`src/hdl/bvm_pkg.sv`:
```
// ---------------------------------------------------------------------------
// bvm_pkg: shared types and constants of the battery voltage monitor
// Widths, reset values, register indexes and the structs between the parts.
// ---------------------------------------------------------------------------
package bvm_pkg;

  localparam int WINDOW_SLOTS = 4;

  localparam int SAMPLE_W  = 12;
  localparam int MV_W      = 16;
  localparam int KOHM_W    = 10;
  localparam int PCT_W     = 7;
  localparam int CFG_IDX_W = 3;

  localparam int SAMPLE_MAX = (1 << SAMPLE_W) - 1;
  localparam int SUM_W      = $clog2(WINDOW_SLOTS * SAMPLE_MAX + 1);
  localparam int COUNT_W    = $clog2(WINDOW_SLOTS + 1);
  localparam int SLOT_W     = (WINDOW_SLOTS > 1) ? $clog2(WINDOW_SLOTS) : 1;
  localparam int RATIO_W    = KOHM_W + 1;

  // shared divider: widest dividend is sample * ratio or span * 100
  localparam int DIV_N_W   = SAMPLE_W + RATIO_W;
  localparam int DIV_D_W   = MV_W;
  localparam int DIV_CNT_W = $clog2(DIV_N_W + 1);

  localparam logic [MV_W-1:0]  EARLY_LIMIT_MV = 16'd1000;
  localparam logic [MV_W-1:0]  MV_MAX         = 16'hFFFF;
  localparam logic [PCT_W-1:0] PCT_SCALE      = 7'd100;

  // register indexes on the configuration port
  localparam logic [CFG_IDX_W-1:0] REG_DIV_TOP    = 3'd0;
  localparam logic [CFG_IDX_W-1:0] REG_DIV_BOTTOM = 3'd1;
  localparam logic [CFG_IDX_W-1:0] REG_PLAUS_MIN  = 3'd2;
  localparam logic [CFG_IDX_W-1:0] REG_PLAUS_MAX  = 3'd3;
  localparam logic [CFG_IDX_W-1:0] REG_CRITICAL   = 3'd4;
  localparam logic [CFG_IDX_W-1:0] REG_FULL       = 3'd5;
  localparam logic [CFG_IDX_W-1:0] REG_EMPTY      = 3'd6;

  // register reset values
  localparam logic [KOHM_W-1:0] RST_DIV_TOP    = 10'd100;
  localparam logic [KOHM_W-1:0] RST_DIV_BOTTOM = 10'd100;
  localparam logic [MV_W-1:0]   RST_PLAUS_MIN  = 16'd2500;
  localparam logic [MV_W-1:0]   RST_PLAUS_MAX  = 16'd4500;
  localparam logic [MV_W-1:0]   RST_CRITICAL   = 16'd3300;
  localparam logic [MV_W-1:0]   RST_FULL       = 16'd4200;
  localparam logic [MV_W-1:0]   RST_EMPTY      = 16'd3500;

  typedef struct packed {
    logic [KOHM_W-1:0] div_top;
    logic [KOHM_W-1:0] div_bottom;
    logic [MV_W-1:0]   plaus_min;
    logic [MV_W-1:0]   plaus_max;
    logic [MV_W-1:0]   critical_mv;
    logic [MV_W-1:0]   full_mv;
    logic [MV_W-1:0]   empty_mv;
  } cfg_t;

  // one classified slot, passed from front to back
  typedef struct packed {
    logic [SAMPLE_W-1:0] sample;
    logic                ok;
    logic                last;
    logic [SUM_W-1:0]    sum;
    logic [COUNT_W-1:0]  count;
  } cmd_t;

  typedef struct packed {
    logic               start;
    logic [DIV_N_W-1:0] dividend;
    logic [DIV_D_W-1:0] divisor;
  } div_req_t;

  typedef struct packed {
    logic               done;
    logic [DIV_N_W-1:0] quotient;
  } div_rsp_t;

endpackage

```
`src/hdl/bvm_sample_if.sv`:
```
// ---------------------------------------------------------------------------
// bvm_sample_if: sample request channel
// One sampling slot: reading in millivolts and the read-ok flag.
// ---------------------------------------------------------------------------
interface bvm_sample_if;
  logic                         valid;
  logic                         ready;
  logic [bvm_pkg::SAMPLE_W-1:0] sample_mv;
  logic                         sample_ok;

  modport source (output valid, output sample_mv, output sample_ok, input ready);
  modport sink   (input valid, input sample_mv, input sample_ok, output ready);
endinterface

```
`src/hdl/bvm_result_if.sv`:
```
// ---------------------------------------------------------------------------
// bvm_result_if: result request channel
// Stored voltage, charge percent and window status of one slot.
// ---------------------------------------------------------------------------
interface bvm_result_if;
  logic                      valid;
  logic                      ready;
  logic [bvm_pkg::MV_W-1:0]  battery_mv;
  logic [bvm_pkg::PCT_W-1:0] percent;
  logic                      window_done;
  logic                      window_empty;
  logic                      critical;
  logic                      scaling_suspect;

  modport source (output valid, output battery_mv, output percent, output window_done,
                  output window_empty, output critical, output scaling_suspect,
                  input ready);
  modport sink   (input valid, input battery_mv, input percent, input window_done,
                  input window_empty, input critical, input scaling_suspect,
                  output ready);
endinterface

```
`src/hdl/bvm_cfg_if.sv`:
```
// ---------------------------------------------------------------------------
// bvm_cfg_if: configuration write channel
// Register index and write data; one register per request.
// ---------------------------------------------------------------------------
interface bvm_cfg_if;
  logic                          valid;
  logic                          ready;
  logic [bvm_pkg::CFG_IDX_W-1:0] index;
  logic [bvm_pkg::MV_W-1:0]      data;

  modport source (output valid, output index, output data, input ready);
  modport sink   (input valid, input index, input data, output ready);
endinterface

```
`src/hdl/bvm_front.sv`:
```
// ---------------------------------------------------------------------------
// bvm_front: sample intake
// Accepts slots, accumulates the window sum and count, marks the last slot.
// ---------------------------------------------------------------------------
module bvm_front (
  input  logic            clk,
  input  logic            rst,
  bvm_sample_if.sink      samples,
  input  logic            full,
  output logic            push,
  output bvm_pkg::cmd_t   push_cmd
);

  logic [bvm_pkg::SUM_W-1:0]   sum;
  logic [bvm_pkg::COUNT_W-1:0] count;
  logic [bvm_pkg::SLOT_W-1:0]  slot;
  logic [bvm_pkg::SUM_W-1:0]   sum_next;
  logic [bvm_pkg::COUNT_W-1:0] count_next;
  logic                        last;

  assign samples.ready = !full;
  assign push          = samples.valid && !full;

  assign last       = (slot == bvm_pkg::SLOT_W'(bvm_pkg::WINDOW_SLOTS - 1));
  assign sum_next   = samples.sample_ok ? sum + bvm_pkg::SUM_W'(samples.sample_mv) : sum;
  assign count_next = count + bvm_pkg::COUNT_W'(samples.sample_ok);

  always_comb begin
    push_cmd.sample = samples.sample_mv;
    push_cmd.ok     = samples.sample_ok;
    push_cmd.last   = last;
    push_cmd.sum    = sum_next;
    push_cmd.count  = count_next;
  end

  always_ff @(posedge clk) begin
    if (rst) begin
      sum   <= '0;
      count <= '0;
      slot  <= '0;
    end else if (push) begin
      if (last) begin
        sum   <= '0;
        count <= '0;
        slot  <= '0;
      end else begin
        sum   <= sum_next;
        count <= count_next;
        slot  <= slot + bvm_pkg::SLOT_W'(1);
      end
    end
  end

`ifndef SYNTHESIS
  a_slot_range: assert property (@(posedge clk) disable iff (rst)
    int'(slot) < bvm_pkg::WINDOW_SLOTS)
    else $error("slot index past window end");
`endif

endmodule

```
`src/hdl/bvm_queue.sv`:
```
// ---------------------------------------------------------------------------
// bvm_queue: two-entry command queue
// Decouples sample intake from the arithmetic sequencer.
// ---------------------------------------------------------------------------
module bvm_queue (
  input  logic          clk,
  input  logic          rst,
  input  logic          push,
  input  bvm_pkg::cmd_t push_cmd,
  input  logic          pop,
  output logic          full,
  output logic          empty,
  output bvm_pkg::cmd_t head
);

  bvm_pkg::cmd_t entries [2];
  logic          wr_ptr;
  logic          rd_ptr;
  logic [1:0]    fill;

  assign full  = (fill == 2'd2);
  assign empty = (fill == 2'd0);
  assign head  = entries[rd_ptr];

  always_ff @(posedge clk) begin
    if (push) begin
      entries[wr_ptr] <= push_cmd;
    end
  end

  always_ff @(posedge clk) begin
    if (rst) begin
      wr_ptr <= 1'b0;
      rd_ptr <= 1'b0;
      fill   <= 2'd0;
    end else begin
      if (push) begin
        wr_ptr <= !wr_ptr;
      end
      if (pop) begin
        rd_ptr <= !rd_ptr;
      end
      case ({push, pop})
        2'b10:   fill <= fill + 2'd1;
        2'b01:   fill <= fill - 2'd1;
        default: fill <= fill;
      endcase
    end
  end

`ifndef SYNTHESIS
  a_pop_nonempty: assert property (@(posedge clk) disable iff (rst)
    pop |-> !empty)
    else $error("pop from empty queue");
`endif

endmodule

```
`src/hdl/bvm_div.sv`:
```
// ---------------------------------------------------------------------------
// bvm_div: shared restoring divider
// One quotient bit per cycle; done pulses when the quotient is ready.
// ---------------------------------------------------------------------------
module bvm_div (
  input  logic              clk,
  input  logic              rst,
  input  bvm_pkg::div_req_t req,
  output bvm_pkg::div_rsp_t rsp
);

  logic [bvm_pkg::DIV_N_W-1:0]   dvd;
  logic [bvm_pkg::DIV_D_W-1:0]   divisor;
  logic [bvm_pkg::DIV_D_W-1:0]   rem;
  logic [bvm_pkg::DIV_CNT_W-1:0] cnt;
  logic                          busy;
  logic                          done;
  logic [bvm_pkg::DIV_D_W:0]     rem_sh;
  logic [bvm_pkg::DIV_D_W:0]     diff;

  assign rem_sh = {rem, dvd[bvm_pkg::DIV_N_W-1]};
  assign diff   = rem_sh - {1'b0, divisor};

  assign rsp.done     = done;
  assign rsp.quotient = dvd;

  always_ff @(posedge clk) begin
    if (req.start) begin
      dvd     <= req.dividend;
      divisor <= req.divisor;
      rem     <= '0;
    end else if (busy) begin
      if (!diff[bvm_pkg::DIV_D_W]) begin
        rem <= diff[bvm_pkg::DIV_D_W-1:0];
        dvd <= {dvd[bvm_pkg::DIV_N_W-2:0], 1'b1};
      end else begin
        rem <= rem_sh[bvm_pkg::DIV_D_W-1:0];
        dvd <= {dvd[bvm_pkg::DIV_N_W-2:0], 1'b0};
      end
    end
  end

  always_ff @(posedge clk) begin
    if (rst) begin
      busy <= 1'b0;
      done <= 1'b0;
      cnt  <= '0;
    end else begin
      done <= 1'b0;
      if (req.start) begin
        busy <= 1'b1;
        cnt  <= bvm_pkg::DIV_CNT_W'(bvm_pkg::DIV_N_W);
      end else if (busy) begin
        cnt <= cnt - bvm_pkg::DIV_CNT_W'(1);
        if (cnt == bvm_pkg::DIV_CNT_W'(1)) begin
          busy <= 1'b0;
          done <= 1'b1;
        end
      end
    end
  end

`ifndef SYNTHESIS
  a_no_restart: assert property (@(posedge clk) disable iff (rst)
    req.start |-> !busy)
    else $error("divider restarted while busy");
`endif

endmodule

```
`src/hdl/bvm_back.sv`:
```
// ---------------------------------------------------------------------------
// bvm_back: arithmetic sequencer and result register
// Runs percent per slot; early update, window average and scaling check when due.
// ---------------------------------------------------------------------------
module bvm_back (
  input  logic              clk,
  input  logic              rst,
  input  bvm_pkg::cfg_t     cfg,
  input  logic              q_empty,
  input  bvm_pkg::cmd_t     head,
  output logic              pop,
  output bvm_pkg::div_req_t div_req,
  input  bvm_pkg::div_rsp_t div_rsp,
  bvm_result_if.source      results
);

  typedef enum logic [11:0] {
    S_IDLE  = 12'b0000_0000_0001,
    S_EARLY = 12'b0000_0000_0010,
    S_WIN   = 12'b0000_0000_0100,
    S_AVG   = 12'b0000_0000_1000,
    S_MUL   = 12'b0000_0001_0000,
    S_SCALE = 12'b0000_0010_0000,
    S_SWAIT = 12'b0000_0100_0000,
    S_CRIT  = 12'b0000_1000_0000,
    S_PCT   = 12'b0001_0000_0000,
    S_PDIV  = 12'b0010_0000_0000,
    S_PWAIT = 12'b0100_0000_0000,
    S_OUT   = 12'b1000_0000_0000
  } state_t;

  state_t                        state;
  bvm_pkg::cmd_t                 cmd;
  logic [bvm_pkg::SAMPLE_W-1:0]  raw;
  logic                          from_win;
  logic [bvm_pkg::DIV_N_W-1:0]   prod;
  logic [bvm_pkg::MV_W-1:0]      stored;
  logic                          mismatch;
  logic                          crit;
  logic [bvm_pkg::PCT_W-1:0]     pct;
  logic                          out_valid;

  logic [bvm_pkg::RATIO_W-1:0]   ratio;
  logic [bvm_pkg::MV_W-1:0]      clamped;
  logic [bvm_pkg::MV_W-1:0]      span;
  logic                          in_range;
  logic [bvm_pkg::MV_W-1:0]      scaled_sat;
  logic                          win_avg;

  assign ratio   = bvm_pkg::RATIO_W'(cfg.div_top) + bvm_pkg::RATIO_W'(cfg.div_bottom);
  assign span    = cfg.full_mv - cfg.empty_mv;
  assign win_avg = cmd.last && (cmd.count != '0);

  always_comb begin
    if (stored > cfg.full_mv) begin
      clamped = cfg.full_mv;
    end else if (stored < cfg.empty_mv) begin
      clamped = cfg.empty_mv;
    end else begin
      clamped = stored;
    end
  end

  assign in_range = (div_rsp.quotient >= bvm_pkg::DIV_N_W'(cfg.plaus_min)) &&
                    (div_rsp.quotient <= bvm_pkg::DIV_N_W'(cfg.plaus_max));
  assign scaled_sat = (div_rsp.quotient > bvm_pkg::DIV_N_W'(bvm_pkg::MV_MAX)) ?
                      bvm_pkg::MV_MAX : div_rsp.quotient[bvm_pkg::MV_W-1:0];

  assign pop = (state == S_IDLE) && !q_empty && !out_valid;

  always_comb begin
    div_req.start    = 1'b0;
    div_req.dividend = prod;
    div_req.divisor  = bvm_pkg::DIV_D_W'(cfg.div_bottom);
    case (state)
      S_WIN: begin
        div_req.start    = win_avg;
        div_req.dividend = bvm_pkg::DIV_N_W'(cmd.sum);
        div_req.divisor  = bvm_pkg::DIV_D_W'(cmd.count);
      end
      S_SCALE: begin
        div_req.start = (cfg.div_bottom != '0);
      end
      S_PDIV: begin
        div_req.start   = 1'b1;
        div_req.divisor = span;
      end
      default: begin
        div_req.start = 1'b0;
      end
    endcase
  end

  always_ff @(posedge clk) begin
    if (rst) begin
      state     <= S_IDLE;
      stored    <= '0;
      mismatch  <= 1'b0;
      out_valid <= 1'b0;
    end else begin
      if (out_valid && results.ready) begin
        out_valid <= 1'b0;
      end
      case (state)
        S_IDLE: begin
          if (pop) begin
            cmd   <= head;
            crit  <= 1'b0;
            state <= S_EARLY;
          end
        end
        S_EARLY: begin
          if (cmd.ok && stored <= bvm_pkg::EARLY_LIMIT_MV) begin
            raw      <= cmd.sample;
            from_win <= 1'b0;
            state    <= S_MUL;
          end else begin
            state <= S_WIN;
          end
        end
        S_WIN: begin
          state <= win_avg ? S_AVG : S_PCT;
        end
        S_AVG: begin
          if (div_rsp.done) begin
            raw      <= div_rsp.quotient[bvm_pkg::SAMPLE_W-1:0];
            from_win <= 1'b1;
            state    <= S_MUL;
          end
        end
        S_MUL: begin
          prod  <= bvm_pkg::DIV_N_W'(raw) * bvm_pkg::DIV_N_W'(ratio);
          state <= S_SCALE;
        end
        S_SCALE: begin
          if (cfg.div_bottom == '0) begin
            stored   <= bvm_pkg::MV_W'(raw);
            mismatch <= 1'b1;
            state    <= from_win ? S_CRIT : S_WIN;
          end else begin
            state <= S_SWAIT;
          end
        end
        S_SWAIT: begin
          if (div_rsp.done) begin
            if (in_range) begin
              stored <= scaled_sat;
            end else begin
              stored   <= bvm_pkg::MV_W'(raw);
              mismatch <= 1'b1;
            end
            state <= from_win ? S_CRIT : S_WIN;
          end
        end
        S_CRIT: begin
          crit  <= (stored < cfg.critical_mv);
          state <= S_PCT;
        end
        S_PCT: begin
          if (cfg.full_mv <= cfg.empty_mv) begin
            pct   <= '0;
            state <= S_OUT;
          end else begin
            prod  <= bvm_pkg::DIV_N_W'(clamped - cfg.empty_mv) *
                     bvm_pkg::DIV_N_W'(bvm_pkg::PCT_SCALE);
            state <= S_PDIV;
          end
        end
        S_PDIV: begin
          state <= S_PWAIT;
        end
        S_PWAIT: begin
          if (div_rsp.done) begin
            pct   <= div_rsp.quotient[bvm_pkg::PCT_W-1:0];
            state <= S_OUT;
          end
        end
        S_OUT: begin
          out_valid <= 1'b1;
          state     <= S_IDLE;
        end
        default: begin
          state <= S_IDLE;
        end
      endcase
    end
  end

  // result register: loaded as the slot finishes, held until taken
  always_ff @(posedge clk) begin
    if (state == S_OUT) begin
      results.battery_mv      <= stored;
      results.percent         <= pct;
      results.window_done     <= cmd.last;
      results.window_empty    <= cmd.last && (cmd.count == '0);
      results.critical        <= crit;
      results.scaling_suspect <= mismatch;
    end
  end

  assign results.valid = out_valid;

`ifndef SYNTHESIS
  a_pct_range: assert property (@(posedge clk) disable iff (rst)
    out_valid |-> results.percent <= bvm_pkg::PCT_SCALE)
    else $error("percent above one hundred");

  a_mismatch_sticky: assert property (@(posedge clk) disable iff (rst)
    mismatch |=> mismatch)
    else $error("mismatch flag cleared");

  a_crit_only_window: assert property (@(posedge clk) disable iff (rst)
    out_valid && results.critical |-> results.window_done && !results.window_empty)
    else $error("critical outside a finished window");
`endif

endmodule

```
`src/hdl/battery_voltage_monitor.sv`:
```
// ---------------------------------------------------------------------------
// battery_voltage_monitor: windowed battery voltage monitor
// Averages valid readings over a window of slots, scales them through the
// resistor divider, checks plausibility and reports voltage and percent.
// ---------------------------------------------------------------------------
//
//  channel   direction  handshake      request carries
//  samples   in         valid/ready    sample_mv, sample_ok
//  results   out        valid/ready    battery_mv, percent, window flags
//  cfg       in         valid/ready    register index, write data
//
//  Each slot takes one divider pass for the percent (none when full_mv is
//  not above empty_mv); an early update adds a scaling pass, and the last
//  slot of a window with valid readings adds an average and a scaling pass.
//  The single shared divider runs one pass at a time: a start step, then
//  23 quotient bits.
//  Reset (rst, synchronous) clears the window, the stored voltage and the
//  mismatch flag, and loads the register defaults. Two slots queue up in
//  front of the sequencer while a result waits in the output register.
//
module battery_voltage_monitor (
  input  logic         clk,
  input  logic         rst,
  bvm_sample_if.sink   samples,
  bvm_result_if.source results,
  bvm_cfg_if.sink      cfg
);

  bvm_pkg::cfg_t     regs;
  logic              q_full;
  logic              q_empty;
  logic              push;
  logic              pop;
  bvm_pkg::cmd_t     push_cmd;
  bvm_pkg::cmd_t     head;
  bvm_pkg::div_req_t div_req;
  bvm_pkg::div_rsp_t div_rsp;

  // Configuration: always ready; an index past the list is dropped.
  assign cfg.ready = 1'b1;

  always_ff @(posedge clk) begin
    if (rst) begin
      regs.div_top     <= bvm_pkg::RST_DIV_TOP;
      regs.div_bottom  <= bvm_pkg::RST_DIV_BOTTOM;
      regs.plaus_min   <= bvm_pkg::RST_PLAUS_MIN;
      regs.plaus_max   <= bvm_pkg::RST_PLAUS_MAX;
      regs.critical_mv <= bvm_pkg::RST_CRITICAL;
      regs.full_mv     <= bvm_pkg::RST_FULL;
      regs.empty_mv    <= bvm_pkg::RST_EMPTY;
    end else if (cfg.valid) begin
      case (cfg.index)
        bvm_pkg::REG_DIV_TOP:    regs.div_top     <= cfg.data[bvm_pkg::KOHM_W-1:0];
        bvm_pkg::REG_DIV_BOTTOM: regs.div_bottom  <= cfg.data[bvm_pkg::KOHM_W-1:0];
        bvm_pkg::REG_PLAUS_MIN:  regs.plaus_min   <= cfg.data;
        bvm_pkg::REG_PLAUS_MAX:  regs.plaus_max   <= cfg.data;
        bvm_pkg::REG_CRITICAL:   regs.critical_mv <= cfg.data;
        bvm_pkg::REG_FULL:       regs.full_mv     <= cfg.data;
        bvm_pkg::REG_EMPTY:      regs.empty_mv    <= cfg.data;
        default: begin
          regs <= regs;
        end
      endcase
    end
  end

  // Front: accumulate the window and classify each slot.
  bvm_front u_front (
    .clk      (clk),
    .rst      (rst),
    .samples  (samples),
    .full     (q_full),
    .push     (push),
    .push_cmd (push_cmd)
  );

  // Queue: hold classified slots while the sequencer is busy.
  bvm_queue u_queue (
    .clk      (clk),
    .rst      (rst),
    .push     (push),
    .push_cmd (push_cmd),
    .pop      (pop),
    .full     (q_full),
    .empty    (q_empty),
    .head     (head)
  );

  // Divider shared by the average, the scaling and the percent.
  bvm_div u_div (
    .clk (clk),
    .rst (rst),
    .req (div_req),
    .rsp (div_rsp)
  );

  // Back: run the arithmetic and drive the result register.
  bvm_back u_back (
    .clk     (clk),
    .rst     (rst),
    .cfg     (regs),
    .q_empty (q_empty),
    .head    (head),
    .pop     (pop),
    .div_req (div_req),
    .div_rsp (div_rsp),
    .results (results)
  );

endmodule
```
`src/flat_wrapper.sv`:
```
// flat-port wrapper written by rule: the top's interface ports become plain ports
module battery_voltage_monitor_flat 
  (clk, rst, samples_valid, samples_sample_mv, samples_sample_ok, samples_ready, results_valid, results_battery_mv, results_percent, results_window_done, results_window_empty, results_critical, results_scaling_suspect, results_ready, cfg_valid, cfg_index, cfg_data, cfg_ready);
  bvm_sample_if samples_i ();
  bvm_result_if results_i ();
  bvm_cfg_if cfg_i ();
  input  logic clk;
  input  logic rst;
  input wire logic [$bits(samples_i.valid)-1:0] samples_valid;
  input wire logic [$bits(samples_i.sample_mv)-1:0] samples_sample_mv;
  input wire logic [$bits(samples_i.sample_ok)-1:0] samples_sample_ok;
  output wire logic [$bits(samples_i.ready)-1:0] samples_ready;
  output wire logic [$bits(results_i.valid)-1:0] results_valid;
  output wire logic [$bits(results_i.battery_mv)-1:0] results_battery_mv;
  output wire logic [$bits(results_i.percent)-1:0] results_percent;
  output wire logic [$bits(results_i.window_done)-1:0] results_window_done;
  output wire logic [$bits(results_i.window_empty)-1:0] results_window_empty;
  output wire logic [$bits(results_i.critical)-1:0] results_critical;
  output wire logic [$bits(results_i.scaling_suspect)-1:0] results_scaling_suspect;
  input wire logic [$bits(results_i.ready)-1:0] results_ready;
  input wire logic [$bits(cfg_i.valid)-1:0] cfg_valid;
  input wire logic [$bits(cfg_i.index)-1:0] cfg_index;
  input wire logic [$bits(cfg_i.data)-1:0] cfg_data;
  output wire logic [$bits(cfg_i.ready)-1:0] cfg_ready;
  assign samples_i.valid = samples_valid;
  assign samples_i.sample_mv = samples_sample_mv;
  assign samples_i.sample_ok = samples_sample_ok;
  assign samples_ready = samples_i.ready;
  assign results_valid = results_i.valid;
  assign results_battery_mv = results_i.battery_mv;
  assign results_percent = results_i.percent;
  assign results_window_done = results_i.window_done;
  assign results_window_empty = results_i.window_empty;
  assign results_critical = results_i.critical;
  assign results_scaling_suspect = results_i.scaling_suspect;
  assign results_i.ready = results_ready;
  assign cfg_i.valid = cfg_valid;
  assign cfg_i.index = cfg_index;
  assign cfg_i.data = cfg_data;
  assign cfg_ready = cfg_i.ready;
  battery_voltage_monitor u_core (.clk(clk), .rst(rst), .samples(samples_i), .results(results_i), .cfg(cfg_i));
endmodule
```
`config.mk`:
```
export PLATFORM = sky130hd
export DESIGN_NAME = battery_voltage_monitor_flat
export DESIGN_NICKNAME = d
export VERILOG_FILES = /design/src/hdl/bvm_pkg.sv /design/src/hdl/bvm_sample_if.sv /design/src/hdl/bvm_result_if.sv /design/src/hdl/bvm_cfg_if.sv /design/src/hdl/bvm_front.sv /design/src/hdl/bvm_queue.sv /design/src/hdl/bvm_div.sv /design/src/hdl/bvm_back.sv /design/src/hdl/battery_voltage_monitor.sv /design/src/flat_wrapper.sv
export SDC_FILE = /design/constraint.sdc
export NUM_CORES = 1
export LEC_CHECK = 0
export BUFFER_PORTS_ARGS = -buffer_cell sky130_fd_sc_hd__buf_4
export CAP_MARGIN = 20
export CORE_ASPECT_RATIO = 1.5
export CORE_MARGIN = 3
export CORE_UTILIZATION = 40
export CTS_CLUSTER_SIZE = 25
export DETAILED_ROUTE_END_ITERATION = 10
export PLACE_DENSITY = 0.56
export RECOVER_POWER = 25
export REMOVE_ABC_BUFFERS = 1
export SLEW_MARGIN = 5
export SYNTH_ARGS = -nofsm -noshare
export SYNTH_HDL_FRONTEND = slang
export SYNTH_SLANG_ARGS = --single-unit
```
`constraint.sdc`:
```
create_clock -name clk -period 7.6 [get_ports clk]
set_clock_uncertainty 0.15 [all_clocks]
set_input_delay 1.14 -clock clk [delete_from_list [all_inputs] [get_ports clk]]
set_output_delay 1.14 -clock clk [all_outputs]
set_load 0.02 [all_outputs]
```
Yosys cells after proc, flatten, opt, wreduce, memory -nomap -nowiden

Memories as Yosys holds them, arrays and structs flattened. A register that Yosys moved wholly into a read port is not among the register bits.
Cells that the tools add are included.

Bitwise operators: 2
Reduce and logical (&&, ||, !) cells: 44
Multiplexer cells: 56
Magnitude comparators: 8
Equal/unequal tests: 32
$add $sub $neg: 10
Multiply operators: 2

Operators with widths:

| cell                    | number |
|---|---|
| $pmux W12 S11           | 1 |
| $mux W16                | 7 |
| $mux W23                | 4 |
| $mux W12                | 7 |
| $pmux W16 S2            | 2 |
| $pmux W23 S2            | 1 |
| $lt A16 B16 Y1          | 2 |
| $mux W14                | 2 |
| $pmux W12 S2            | 1 |
| $ge A23 B16 Y1          | 1 |
| $gt A23 B16 Y1 const B  | 1 |
| $le A23 B16 Y1          | 1 |
| $mul A12 B11 Y23        | 1 |
| $mul A23 B5 Y21 const B | 1 |
| $sub A16 B16 Y17        | 1 |
| $sub A17 B16 Y17        | 1 |
| $gt A16 B16 Y1          | 1 |
| $le A16 B10 Y1 const B  | 1 |
| $le A16 B16 Y1          | 1 |
| $mux W8                 | 2 |
| $reduce_and A4 Y1       | 4 |
| $reduce_bool A2 Y1      | 8 |
| $sub A16 B16 Y16        | 1 |
| $mux W1                 | 15 |
| 47 further kinds        | 87 |

Output and inout port bits: 30
Word-level logic and storage cells: 190
Memories kept: 1
Bits in writable memories: 62
Flip-flop bits (word level): 286

Memories:

| memory                 | words | width | read ports | clocked after Yosys merged registers in | wr ports | line            | text |
|---|---|---|---|---|---|---|---|
| u_core.u_queue.entries | 2     | 31    | 1          | 1                                       | 1        | bvm_queue.sv:16 | `bvm_pkg::cmd_t entries [2];` |

Logic depth before layout (Yosys ltp)

Gate-level depths: netlist of run 1.

Depth in word-level cells: 7
Depth in mapped cells: 38
Mapped depth without buffers: 36

Hierarchy

Synthesis of run 1 repeated with hierarchy kept, for this count alone.

Cells, all modules: 2727
Area, all modules: 26952.1 sq um

Modules (own cells, without submodules):

| module                  | seq. area each (sq um) | cells each | instances | area an instance (sq um) |
|---|---|---|---|---|
| bvm_back                | 3663.5                 | 1717       | 1         | 15443.6 |
| battery_voltage_monitor | 2001.9                 | 371        | 1         | 3975.1 |
| bvm_div                 | 1631.6                 | 322        | 1         | 3434.5 |
| bvm_queue               | 1961.9                 | 118        | 1         | 2431.1 |
| bvm_front               | 380.4                  | 199        | 1         | 1667.8 |

Least setup slack after synthesis of run 1

No wires, ideal clock.

Path type: register -> register
Start point: register u_core.regs[17] (netlist bit)
End point: register u_core.u_back.prod[22] (netlist bit) (data pin)
Setup slack: 61 ps
Period minus slack after synthesis: 7539 ps
Stages on the path, launching flop included: 38
Arrival time: 7106 ps
Required time: 7166 ps
Library setup time: 284 ps
Buffers on the path: 1
Path through: dfxtp_1 > inv_1 > ha_1 > nor2b_1 > o21a_1 > o21ai_0 > nand2b_1 > a211oi_1 > o31ai_1 > a221o_1 > a21oi_1 > a41o_1 > buf_2 > mux2_2 > ha_1 > nor2b_1 > o21ai_0 > a21boi_0 > [2 not listed] > a31oi_1 > xnor2_1 > ha_1 > ha_1 > inv_1 > fa_1 > inv_1 > ha_1 > nand4_1 > o21ba_2 > o31a_1 > o21ai_0 > nand2b_1 > a211o_1 > a21oi_1 > xnor2_1 > xnor2_1 > mux2i_1

Word-level cells in the longest chain between the ends: 6

RTL lines:

| element                | line                          | text |
|---|---|---|
| from (decl)            | battery_voltage_monitor.sv:29 | `bvm_pkg::cfg_t regs;` |
| from (signal assigned) | battery_voltage_monitor.sv:61 | `regs <= regs;` |
| $gt A16 B16 Y1         | bvm_back.sv:55                | `if (stored > cfg.full_mv) begin` |
| $mux W16 (*)           | bvm_back.sv:55                |  |
| $sub A16 B16 Y17 (*)   | bvm_back.sv:164               | `prod <= bvm_pkg::DIV_N_W'(clamped - cfg.empty_mv) *` |
| $mul A23 B5 Y21 (*)    | bvm_back.sv:164               |  |
| $mux W23 (*)           | bvm_back.sv:160               | `if (cfg.full_mv <= cfg.empty_mv) begin` |
| $pmux W23 S2 (*)       | bvm_back.sv:104               | `case (state)` |
| to (signal assigned)   | bvm_back.sv:132               | `prod <= bvm_pkg::DIV_N_W'(raw) * bvm_pkg::DIV_N_W'(ratio);` |
| to (signal assigned)   | bvm_back.sv:164               |  |
| to (decl)              | bvm_back.sv:36                | `logic [bvm_pkg::DIV_N_W-1:0] prod;` |

Every way passes the cells marked *; elsewhere a longest branch is shown, timed or not. The select of a mux whose other input is x is not followed.
A chain may end at the register's enable or synchronous reset.

Worst setup path in the final report of run 1

Ends and elaborated chain as after synthesis.

==> flow_summary_export.csv, run 1 <==
group,metric,value,unit
timing,hold_viol_final,0,
worst_hold_path,holdCritPathClass,"register to register",
logic_synthesis,post_synth_main_area_contributors,"sky130_fd_sc_hd__edfxtp_1, sky130_fd_sc_hd__dfxtp_1, sky130_fd_sc_hd__ha_1, sky130_fd_sc_hd__fa_1, sky130_fd_sc_hd__nand2_1",
logic_synthesis,asyncSetResetFlopFracSynth,0,
logic_synthesis,post_synth_edffs,203,
worst_setup_path,worst_ep_required_time,7760,ps
grt,pin_count_of_the_biggest_net_entering_global_routing,46,
route,route.antenna.remaining_nets,0,
clock_network,ctsHtreeMaxLevel,2,
route,drt_pass1_iterations,5,
cells_and_area,area_delta_synth_final,15.5,%
clock_network,root_buffer,"sky130_fd_sc_hd__clkbuf_16",
clock_network,clk_path_buf_depth,3,
logic_synthesis,syn-instance-count,2687,
timing,final.setup.worst_slack,243,ps
logic_synthesis,ys_warn_count,0,
floorplan,coreArea,62800,µm²
route,routedWlPerCell,20.2,µm
route,vias_per_cell,5.39,
route,dr_total_vias,19800,
worst_setup_path,cp-end-kind,"register",
placed_design,dp_hpwl,56.7,mm
logic_synthesis,synth-seq-area-share,0.376,
timing,final_min_period_over_clock_period,0.968,
pwr,power,7.76,mW
timing,finalSetupViolCount,0,
timing,finalSetupTns,0,ps
logic_synthesis,synth_area,25600,µm²
logic_synthesis,synth_flop_cell,"sky130_fd_sc_hd__edfxtp_1",
worst_setup_path,path_delay_family,"compound AO/OA/AOI/OAI gates",
timing,worst-slew-pin-transition,2740,ps
logic_synthesis,postSynthRegisterBits,379,
logic_synthesis,synth_top_cell_by_area,"sky130_fd_sc_hd__edfxtp_1",
clock_network,clock_tree_from_tritoncts,"yes",
placed_design,gpl.final_weighted_congestion,0.928,
logic_synthesis,yosys.cell_count.top_type,"sky130_fd_sc_hd__nand2_1",
worst_setup_path,setup.worst_path.start_class,"register",
route,drt_wl_total,74.2,mm
pwr,cellPowerDensity,263,nW/µm²
timing,hold-worst-slack,276,ps
cells_and_area,layout.filler_cells,6025,
grt,grt_overflow,0,
grt,global_route.usage.total,0.221,
floorplan,fp.dieH,316,µm
grt,number_of_antenna_violations_at_the_first_check_in_global_routing,1,
route,dr.first_iter.drc_count,894,
logic_synthesis,yosys-top-cells-count,"sky130_fd_sc_hd__nand2_1, sky130_fd_sc_hd__inv_1, sky130_fd_sc_hd__ha_1, sky130_fd_sc_hd__a21oi_1, sky130_fd_sc_hd__edfxtp_1",
pwr,ir_worst_vdd,185,µV
route,drt_drc_violations_left,0,
cells_and_area,num_antenna_cells,0,
clock_network,register_clock_pin_slew_on_the_reported_worst_setup_and_hold_paths,70,ps
worst_setup_path,crit_path_max_incr_delay,510,ps
clock_network,cts_hold_buffers,0,
grt,via_count_of_the_first_global_routing_pass,20300,
placed_design,dp_worst_setup_slack,-404,ps
worst_setup_path,path_buf_inv,4,
timing,fmax,0.136,GHz
cells_and_area,finish.net_count,3259,
logic_synthesis,synth_top_area_frac,0.238,
worst_setup_path,crit_path_max_fanout,7,
cells_and_area,final-seq-area,9620,µm²
cells_and_area,final_util,0.471,
floorplan,design.die.area,67100,µm²
floorplan,start_util,0.408,
timing,final-max-slew-violation-count,158,
placed_design,port-buffer-count,65,
floorplan,top_level_ports,67,
pwr,total_leakage_power,13.1,nW
timing,max_slew_margin,-0.829,
floorplan,die_w,213,µm
job,cap_viol_max_count,4,
run_status,violations_in_the_final_reports,"max-capacitance violations, max-slew violations",
clock_network,clock-sinks,379,
grt,grt_pass1_wl,114,mm
run_status,outcome,"complete, but fails checks",
worst_setup_path,arrival,7520,ps
clock_network,cts-buffers-inserted,40,
worst_setup_path,cp_dominant_cell_by_count,"sky130_fd_sc_hd__xnor2_1",
cells_and_area,drive_gt1_frac,0.133,
worst_setup_path,crit_slowest_cell,"sky130_fd_sc_hd__fa_1",
timing,final_critical_period,7360,ps
floorplan,std_cell_rows,112,
logic_synthesis,yosys.cell_types.count,74,
cells_and_area,multiInputGateArea,14900,µm²
logic_synthesis,syn_area_per_cell,9.52,µm²
clock_network,clk_latency,580,ps
worst_setup_path,critical_path_class,"register to register",
through the flow:
stage | instances | instance area, µm²
6_report | 3678 | 29500
5_1_grt | 3678 | 29500
4_1_cts | 3661 | 29200
3_5_place_dp | 3587 | 27800
3_3_place_gp | 3586 | 27800
2_1_floorplan | 2587 | 25200
layer usage:
| layer | up-vias | global-route usage | routed length (µm) |
|---|---|---|---|
| met3 | 169 | 0.0338 | 2960 |
| met1 | 9731 | 0.243 | 28100 |
| met4 | 0 | 0.108 | 3920 |
| met2 | 405 | 0.411 | 39200 |
| li1 | 9519 | - | - |
| met5 | - | 0 | 0 |
layout by cell type (no fill, tap or decap), types with 9 or more instances in the layout:
cell type and n:
sky130_fd_sc_hd__nor3_1 25, sky130_fd_sc_hd__a21oi_2 16, sky130_fd_sc_hd__o21ai_0 92, sky130_fd_sc_hd__ha_1 249, sky130_fd_sc_hd__xor2_1 34, sky130_fd_sc_hd__a21o_1 48
sky130_fd_sc_hd__ha_4 10, sky130_fd_sc_hd__o21a_1 18, sky130_fd_sc_hd__xnor2_1 62, sky130_fd_sc_hd__edfxtp_1 203, sky130_fd_sc_hd__clkinv_1 9, sky130_fd_sc_hd__clkbuf_16 41
sky130_fd_sc_hd__dfxtp_1 173, sky130_fd_sc_hd__o211ai_1 38, sky130_fd_sc_hd__a21oi_1 190, sky130_fd_sc_hd__mux2_2 38, sky130_fd_sc_hd__clkbuf_1 37, sky130_fd_sc_hd__and2_1 76
sky130_fd_sc_hd__nand3_1 54, sky130_fd_sc_hd__nand2b_1 21, sky130_fd_sc_hd__o21ai_1 15, sky130_fd_sc_hd__mux2i_1 64, sky130_fd_sc_hd__inv_1 308, sky130_fd_sc_hd__o21bai_1 12
sky130_fd_sc_hd__nor2_1 114, sky130_fd_sc_hd__nor4_1 11, sky130_fd_sc_hd__and3_1 11, sky130_fd_sc_hd__nand4_1 20, sky130_fd_sc_hd__buf_4 185, sky130_fd_sc_hd__nand2_1 387
sky130_fd_sc_hd__nor2b_1 17, sky130_fd_sc_hd__fa_1 108
final timing paths:
check / from / endpoint / slack (ps) / cells after the start
max: u_core.regs[17] / u_core.u_back.prod[22] / 240 / 36
min: u_core.u_back.pct[6] / u_core.u_back.results.percent[6] / 280 / 0
max reg2reg: u_core.regs[17] / u_core.u_back.prod[22] / 240 / 36
min reg2reg: u_core.u_back.pct[6] / u_core.u_back.results.percent[6] / 280 / 0
logic make-up (layout without fill, tap and decap cells):
| logic type | count (synthesis) | in the layout | share of synthesized area |
|---|---|---|---|
| compound gates | 512 | 513 | 0.122 |
| xor+xnor | 103 | 104 | 0.0353 |
| fa+ha+maj | 373 | 373 | 0.215 |
| buf+inv | 411 | 602 | 0.0616 |
| flops | 379 | 379 | 0.376 |
| mux | 112 | 112 | 0.0460 |
| other cells | 1 | 1 | 0.000147 |
| simple gates | 796 | 796 | 0.145 |
final cells by class:
type                            count  area share
Inverter                          311      0.0395
Sequential cell                   379       0.326
Tap cell                          798      0.0338
Multi-Input combinational cell   1899       0.504
Clock buffer                       53      0.0373
Timing Repair Buffer              218      0.0531
Clock inverter                     20     0.00686
where the power goes:
group / total [mW] / switching, mW / internal (mW)
combinational: 3.32 / 1.78 / 1.54
sequential: 2.44 / 0.0686 / 2.38
clock: 2.00 / 0.840 / 1.16
flip-flops by register name, indices dropped and copies added (netlist names), 2 cells and up:
name and cells:
u_core.u_back.pct 7, u_core.u_div.dvd 23, u_core.u_div.rem 16, u_core.u_back.cmd 31
u_core.u_back.results.percent 7, u_core.u_front.sum 14, u_core.u_back.raw 12, u_core.u_div.cnt 5
u_core.u_queue.entries 62, u_core.u_back.stored 16, u_core.u_front.count 3, u_core.u_back.results.battery_mv 16
u_core.regs 100, u_core.u_back.prod 23, u_core.u_front.slot 2, u_core.u_back.state 12
u_core.u_div.divisor 16, u_core.u_queue.fill 2
timing repair:
item | CTS | global route
setup buffers | 1 | 15
pin swaps | 7 | 64
resized for setup | 31 | 72
endpoints found under the setup margin | 5 | 7
cloned | 0 | 2
Power figures use the tool's default switching activity.
==> run 2, diff against run 1 <==
CORE_UTILIZATION = 58   (was 40)
PLACE_DENSITY = 0.77   (was 0.56)
==> flow_summary_export.csv, run 2 (synthesis gave the netlist of run 1 again) <==
group,metric,value,unit
worst_setup_path,critical_path_class,"register to register",
timing,final.setup.worst_slack,249,ps
route,routedWlPerCell,21.2,µm
cells_and_area,final_cell_area,29100,µm²
pwr,switching_share,0.351,
pwr,power.share.combinational,0.420,
route,vias_per_cell,5.97,
pwr,power.net_switching,2.73,mW
floorplan,coreArea,43300,µm²
clock_network,clock-sinks,379,
cells_and_area,largest_register,"u_core.regs",
grt,number_of_antenna_violations_at_the_first_check_in_global_routing,2,
worst_setup_path,worst_ep_required_time,7730,ps
cells_and_area,finish.net_count,3241,
grt,grt_overflow,0,
grt,grt_pass1_wl,113,mm
floorplan,die_w,177,µm
floorplan,start_util,0.591,
timing,max_slew_margin,-1.19,
clock_network,clk_path_buf_depth,3,
clock_network,cts-buffers-inserted,38,
placed_design,gpl.final_weighted_congestion,0.995,
timing,final_critical_period,7350,ps
timing,finalSetupTns,0,ps
floorplan,fp.dieH,263,µm
worst_setup_path,cp-end-kind,"register",
timing,finalSetupViolCount,0,
placed_design,placed_cells,3348,
worst_setup_path,crit_slowest_cell,"sky130_fd_sc_hd__fa_1",
floorplan,top_level_ports,67,
run_status,violations_in_the_final_reports,"max-capacitance violations, max-slew violations",
floorplan,std_cell_rows,93,
cells_and_area,num_antenna_cells,0,
route,drt_wl_total,72.9,mm
grt,global_route.usage.total,0.309,
cells_and_area,final_common_cell,"sky130_fd_sc_hd__nand2_1",
pwr,ir_worst_vdd,243,µV
clock_network,clock_tree_from_tritoncts,"yes",
timing,fmax,0.136,GHz
job,cap_viol_max_count,5,
floorplan,design.die.area,46700,µm²
cells_and_area,largestRegisters,"u_core.regs x100, u_core.u_queue.entries x62, u_core.u_back.cmd x31",
cells_and_area,layout.cells.non_filler,3430,
pwr,p_int,5.06,mW
run_status,outcome,"complete, but fails checks",
timing,worst-slew-pin-transition,3290,ps
route,drt_pass1_iterations,5,
clock_network,register_clock_pin_slew_on_the_reported_worst_setup_and_hold_paths,60,ps
route,dr.first_iter.drc_count,1643,
placed_design,dp_worst_setup_slack,-101,ps
timing,hold-worst-slack,272,ps
cells_and_area,multiInputGateArea,14800,µm²
worst_setup_path,crit_path_max_incr_delay,500,ps
cells_and_area,layout.filler_cells,3335,
timing,final-max-slew-violation-count,224,
worst_setup_path,arrival,7480,ps
placed_design,dp_hpwl,54.4,mm
route,dr_total_vias,20500,
placed_design,port-buffer-count,65,
timing,hold_viol_final,0,
worst_setup_path,setup.worst_path.start_class,"register",
placed_design,postPlaceCellArea,27400,µm²
cells_and_area,drive_gt1_frac,0.122,
grt,pin_count_of_the_biggest_net_entering_global_routing,66,
route,route.antenna.remaining_nets,0,
clock_network,cts_hold_buffers,0,
cells_and_area,final-seq-area,9620,µm²
cells_and_area,area_delta_synth_final,13.7,%
worst_setup_path,reg2reg_slack,250,ps
worst_hold_path,holdCritPathClass,"register to register",
clock_network,root_buffer,"sky130_fd_sc_hd__clkbuf_16",
cells_and_area,max_ffs_per_register,100,
pwr,share_of_power_burned_in_the_clock_network,0.263,
pwr,cellPowerDensity,268,nW/µm²
clock_network,ctsHtreeMaxLevel,2,
pwr,total_leakage_power,13.0,nW
grt,via_count_of_the_first_global_routing_pass,20900,
timing,final_min_period_over_clock_period,0.967,
cells_and_area,most-common-layout-cells,"sky130_fd_sc_hd__nand2_1, sky130_fd_sc_hd__inv_1, sky130_fd_sc_hd__ha_1, sky130_fd_sc_hd__edfxtp_1, sky130_fd_sc_hd__a21oi_1",
pwr,p_seq_frac,0.317,
route,drt_drc_violations_left,0,
clock_network,clk_latency,540,ps
worst_setup_path,crit_path_max_fanout,6,
[run 2: changes by cell type in the layout (fill, tap and decap cells not counted), sizes merged]
cell / previous run / this run
a21o: 50 / 49
buf: 190 / 170
bufinv: 4 / 6
clkbuf: 81 / 80
inv: 314 / 315
xnor2: 68 / 67
[run 2: power by group through the flow]
stage	clock, mW	sequential (mW)	combinational, mW
final	2.05	2.47	3.27
after global routing	2.14	2.47	3.64
after CTS	2.06	2.46	3.00
after detailed placement	0	2.51	2.96
after global placement	0	2.50	2.84
after floorplan	0	2.48	2.06
[run 2: timing repair]
| item | CTS | global route |
|---|---|---|
| setup buffers | 0 | 11 |
| gates resized for setup | 10 | 77 |
| endpoints found under the setup margin | 3 | 7 |
| pin swaps | 1 | 49 |
[run 2: worst paths after layout]
kind                                  from                          endpoint  cells past startpoint
setup / recovery  u_core.u_back.stored[10]            u_core.u_back.prod[22]                     32
hold / removal        u_core.u_back.pct[3]  u_core.u_back.results.percent[3]                      0
hold reg to reg       u_core.u_back.pct[3]  u_core.u_back.results.percent[3]                      0
setup reg to reg  u_core.u_back.stored[10]            u_core.u_back.prod[22]                     32
[run 2: routing by layer]
metal / share of wire / routed length (µm) / global-route usage / vias to the layer above
li1: - / - / - / 9464
met1: 0.37 / 27200 / 0.365 / 9941
met2: 0.49 / 35800 / 0.522 / 790
met3: 0.058 / 4220 / 0.0405 / 286
met4: 0.078 / 5700 / 0.203 / 0
met5: 0 / 0 / 0 / -
[run 2: critical path: cells and delay by family, from the launching register on]
| family | cells | cell delay (ps) |
|---|---|---|
| AO/OA/AOI/OAI | 13 | 2590 |
| adder cells (fa/ha/maj) | 7 | 2090 |
| buffers and inverters | 4 | 630 |
| multiplexers | 3 | 590 |
| XOR/XNOR | 3 | 460 |
| flip-flops | 1 | 340 |
| AND/OR/NAND/NOR | 2 | 250 |
[run 2: stage by stage]
step / util / power, mW
after floorplan: - / 4.54
after global placement: 0.632 / 5.34
after detailed placement: 0.633 / 5.46
after CTS: 0.664 / 7.52
after global routing: 0.672 / 8.26
final: 0.672 / 7.79
[run 2: area by class of cell]
cell class | count | area share
inverters | 311 | 0.0401
well taps | 570 | 0.0245
repair buffers | 204 | 0.0497
clock inverters | 23 | 0.0101
clock buffers | 46 | 0.0362
flip-flops and latches | 379 | 0.331
multi-input cells | 1897 | 0.508
==> run 3, diff against run 2 <==
REMOVE_ABC_BUFFERS = not set   (was 1)
==> flow_summary_export.csv, run 3 (synthesis gave the netlist of run 1 again) <==
group,metric,value,unit
clock_network,cts_hold_buffers,0,
route,drt_pass1_iterations,7,
timing,hold_viol_final,0,
floorplan,top_level_ports,67,
cells_and_area,area_delta_synth_final,13.3,%
floorplan,start_util,0.591,
route,drt_drc_violations_left,0,
floorplan,die_w,177,µm
cells_and_area,final_common_cell,"sky130_fd_sc_hd__nand2_1",
clock_network,register_clock_pin_slew_on_the_reported_worst_setup_and_hold_paths,70,ps
worst_setup_path,path_delay_family,"compound AO/OA/AOI/OAI gates",
cells_and_area,final_cell_area,29000,µm²
logic_synthesis,synth.net_count,3097,
route,drt_wl_total,72.0,mm
grt,grt_overflow,0,
grt,grt_pass1_wl,112,mm
timing,max_slew_margin,-1.08,
clock_network,clock_tree_from_tritoncts,"yes",
floorplan,coreArea,43300,µm²
placed_design,postPlaceCellArea,27300,µm²
job,cap_viol_max_count,2,
pwr,total_leakage_power,12.9,nW
worst_setup_path,path_buf_inv,4,
run_status,outcome,"complete, but fails checks",
timing,fmax,0.134,GHz
worst_setup_path,crit_slowest_cell,"sky130_fd_sc_hd__fa_1",
cells_and_area,max_ffs_per_register,100,
placed_design,dp_hpwl,54.0,mm
clock_network,clk_path_buf_depth,3,
worst_setup_path,critical_path_class,"register to register",
grt,global_route.usage.total,0.306,
route,dr_total_vias,20300,
worst_setup_path,reg2reg_slack,130,ps
timing,final_critical_period,7470,ps
route,dr.first_iter.drc_count,1537,
worst_setup_path,cp-end-kind,"register",
worst_hold_path,holdCritPathClass,"register to register",
cells_and_area,drive_gt1_frac,0.124,
pwr,cellPowerDensity,276,nW/µm²
route,routedWlPerCell,21.0,µm
timing,grt_setup_unrepaired,"true",
cells_and_area,num_antenna_cells,0,
grt,via_count_of_the_first_global_routing_pass,20600,
route,vias_per_cell,5.93,
placed_design,port-buffer-count,65,
timing,worst-slew-pin-transition,3110,ps
clock_network,clock-sinks,379,
cells_and_area,largest_register,"u_core.regs",
floorplan,std_cell_rows,93,
worst_setup_path,crit_path_max_incr_delay,490,ps
placed_design,dp_worst_setup_slack,-248,ps
clock_network,ctsHtreeMaxLevel,2,
worst_setup_path,arrival,7600,ps
grt,pin_count_of_the_biggest_net_entering_global_routing,60,
worst_setup_path,worst_ep_required_time,7730,ps
worst_setup_path,crit_path_max_fanout,7,
timing,final_min_period_over_clock_period,0.983,
cells_and_area,most-common-layout-cells,"sky130_fd_sc_hd__nand2_1, sky130_fd_sc_hd__inv_1, sky130_fd_sc_hd__ha_1, sky130_fd_sc_hd__edfxtp_1, sky130_fd_sc_hd__a21oi_1",
floorplan,design.die.area,46700,µm²
placed_design,gpl.final_weighted_congestion,1.01,
timing,final-max-slew-violation-count,99,
route,route.antenna.remaining_nets,0,
timing,final.setup.worst_slack,133,ps
clock_network,cts-buffers-inserted,38,
floorplan,fp.dieH,263,µm
clock_network,root_buffer,"sky130_fd_sc_hd__clkbuf_16",
clock_network,clk_latency,560,ps
cells_and_area,finish.net_count,3229,
grt,number_of_antenna_violations_at_the_first_check_in_global_routing,0,
timing,finalSetupViolCount,0,
worst_setup_path,setup.worst_path.start_class,"register",
run_status,violations_in_the_final_reports,"max-capacitance violations, max-slew violations",
pwr,ir_worst_vdd,436,µV
cells_and_area,largestRegisters,"u_core.regs x100, u_core.u_queue.entries x62, u_core.u_back.cmd x31",
-- run 3: changes by cell type in the layout (fill, tap and decap cells not counted), moves of 5 or more --
cell,delta
sky130_fd_sc_hd__buf_4,-7
sky130_fd_sc_hd__xnor2_1,-6
sky130_fd_sc_hd__bufinv_16,-5
sky130_fd_sc_hd__xnor2_2,+6
sky130_fd_sc_hd__clkbuf_8,+5
-- run 3: power breakdown --
| group | total (mW) | leakage, nW | internal, mW | switching, mW |
|---|---|---|---|---|
| registers | 2.46 | 3.25 | 2.38 | 0.0842 |
| clock network | 1.91 | 0.620 | 1.08 | 0.836 |
| logic | 3.64 | 9.05 | 1.60 | 2.03 |
-- run 3: layout make-up --
cell class | count | area, µm²
Sequential cell | 379 | 9620
Clock inverter | 12 | 131
Multi-Input combinational cell | 1897 | 14900
Clock buffer | 58 | 1130
Inverter | 311 | 1170
Timing Repair Buffer | 192 | 1360
Fill cell | 3426 | 14300
Tap cell | 570 | 713
-- run 3: what timing repair did --
action / CTS / global route
gates cloned: 0 / 0
buffers inserted: 2 / 7
gates resized for setup: 18 / 77
endpoints found under the setup margin: 3 / 6
pin swaps: 8 / 48
-- run 3: layer usage --
layer,global-route usage,up-vias,wire length [µm],share of wire
li1,-,9458,-,-
met1,0.363,9819,26900,0.37
met2,0.535,768,36100,0.50
met3,0.0442,221,4590,0.064
met4,0.152,0,4380,0.061
met5,0,-,0,0
-- run 3: path summary, 6_finish.rpt --
kind | start | to | depth (start not counted)
max | u_core.regs[17] | u_core.u_back.prod[22] | 36
min | u_core.u_back.pct[1] | u_core.u_back.results.percent[1] | 0
max reg2reg | u_core.regs[17] | u_core.u_back.prod[22] | 36
min reg2reg | u_core.u_back.pct[1] | u_core.u_back.results.percent[1] | 0
-- run 3: worst register-to-register path, delay by kind of cell (launching register included) --
family          cells  cell delay (ps)
compound gates     15             3020
xor+xnor            3              530
buf+inv             4              310
flops               1              320
simple gates        6              730
mux                 2              300
fa+ha+maj           6             1860
-- run 3: stage by stage --
step                 util  total power [mW]  hold WS, ps  setup TNS (ps)  std cells
floorplan               -              4.56          250               0       2687
global placement    0.630              5.71          254           -67.6       3337
detailed placement  0.630              5.79          255            -478       3337
CTS                 0.661              7.74          255               0       3409
global route        0.670              8.49          279            -456       3419
finish              0.670              8.01          257               0       3419
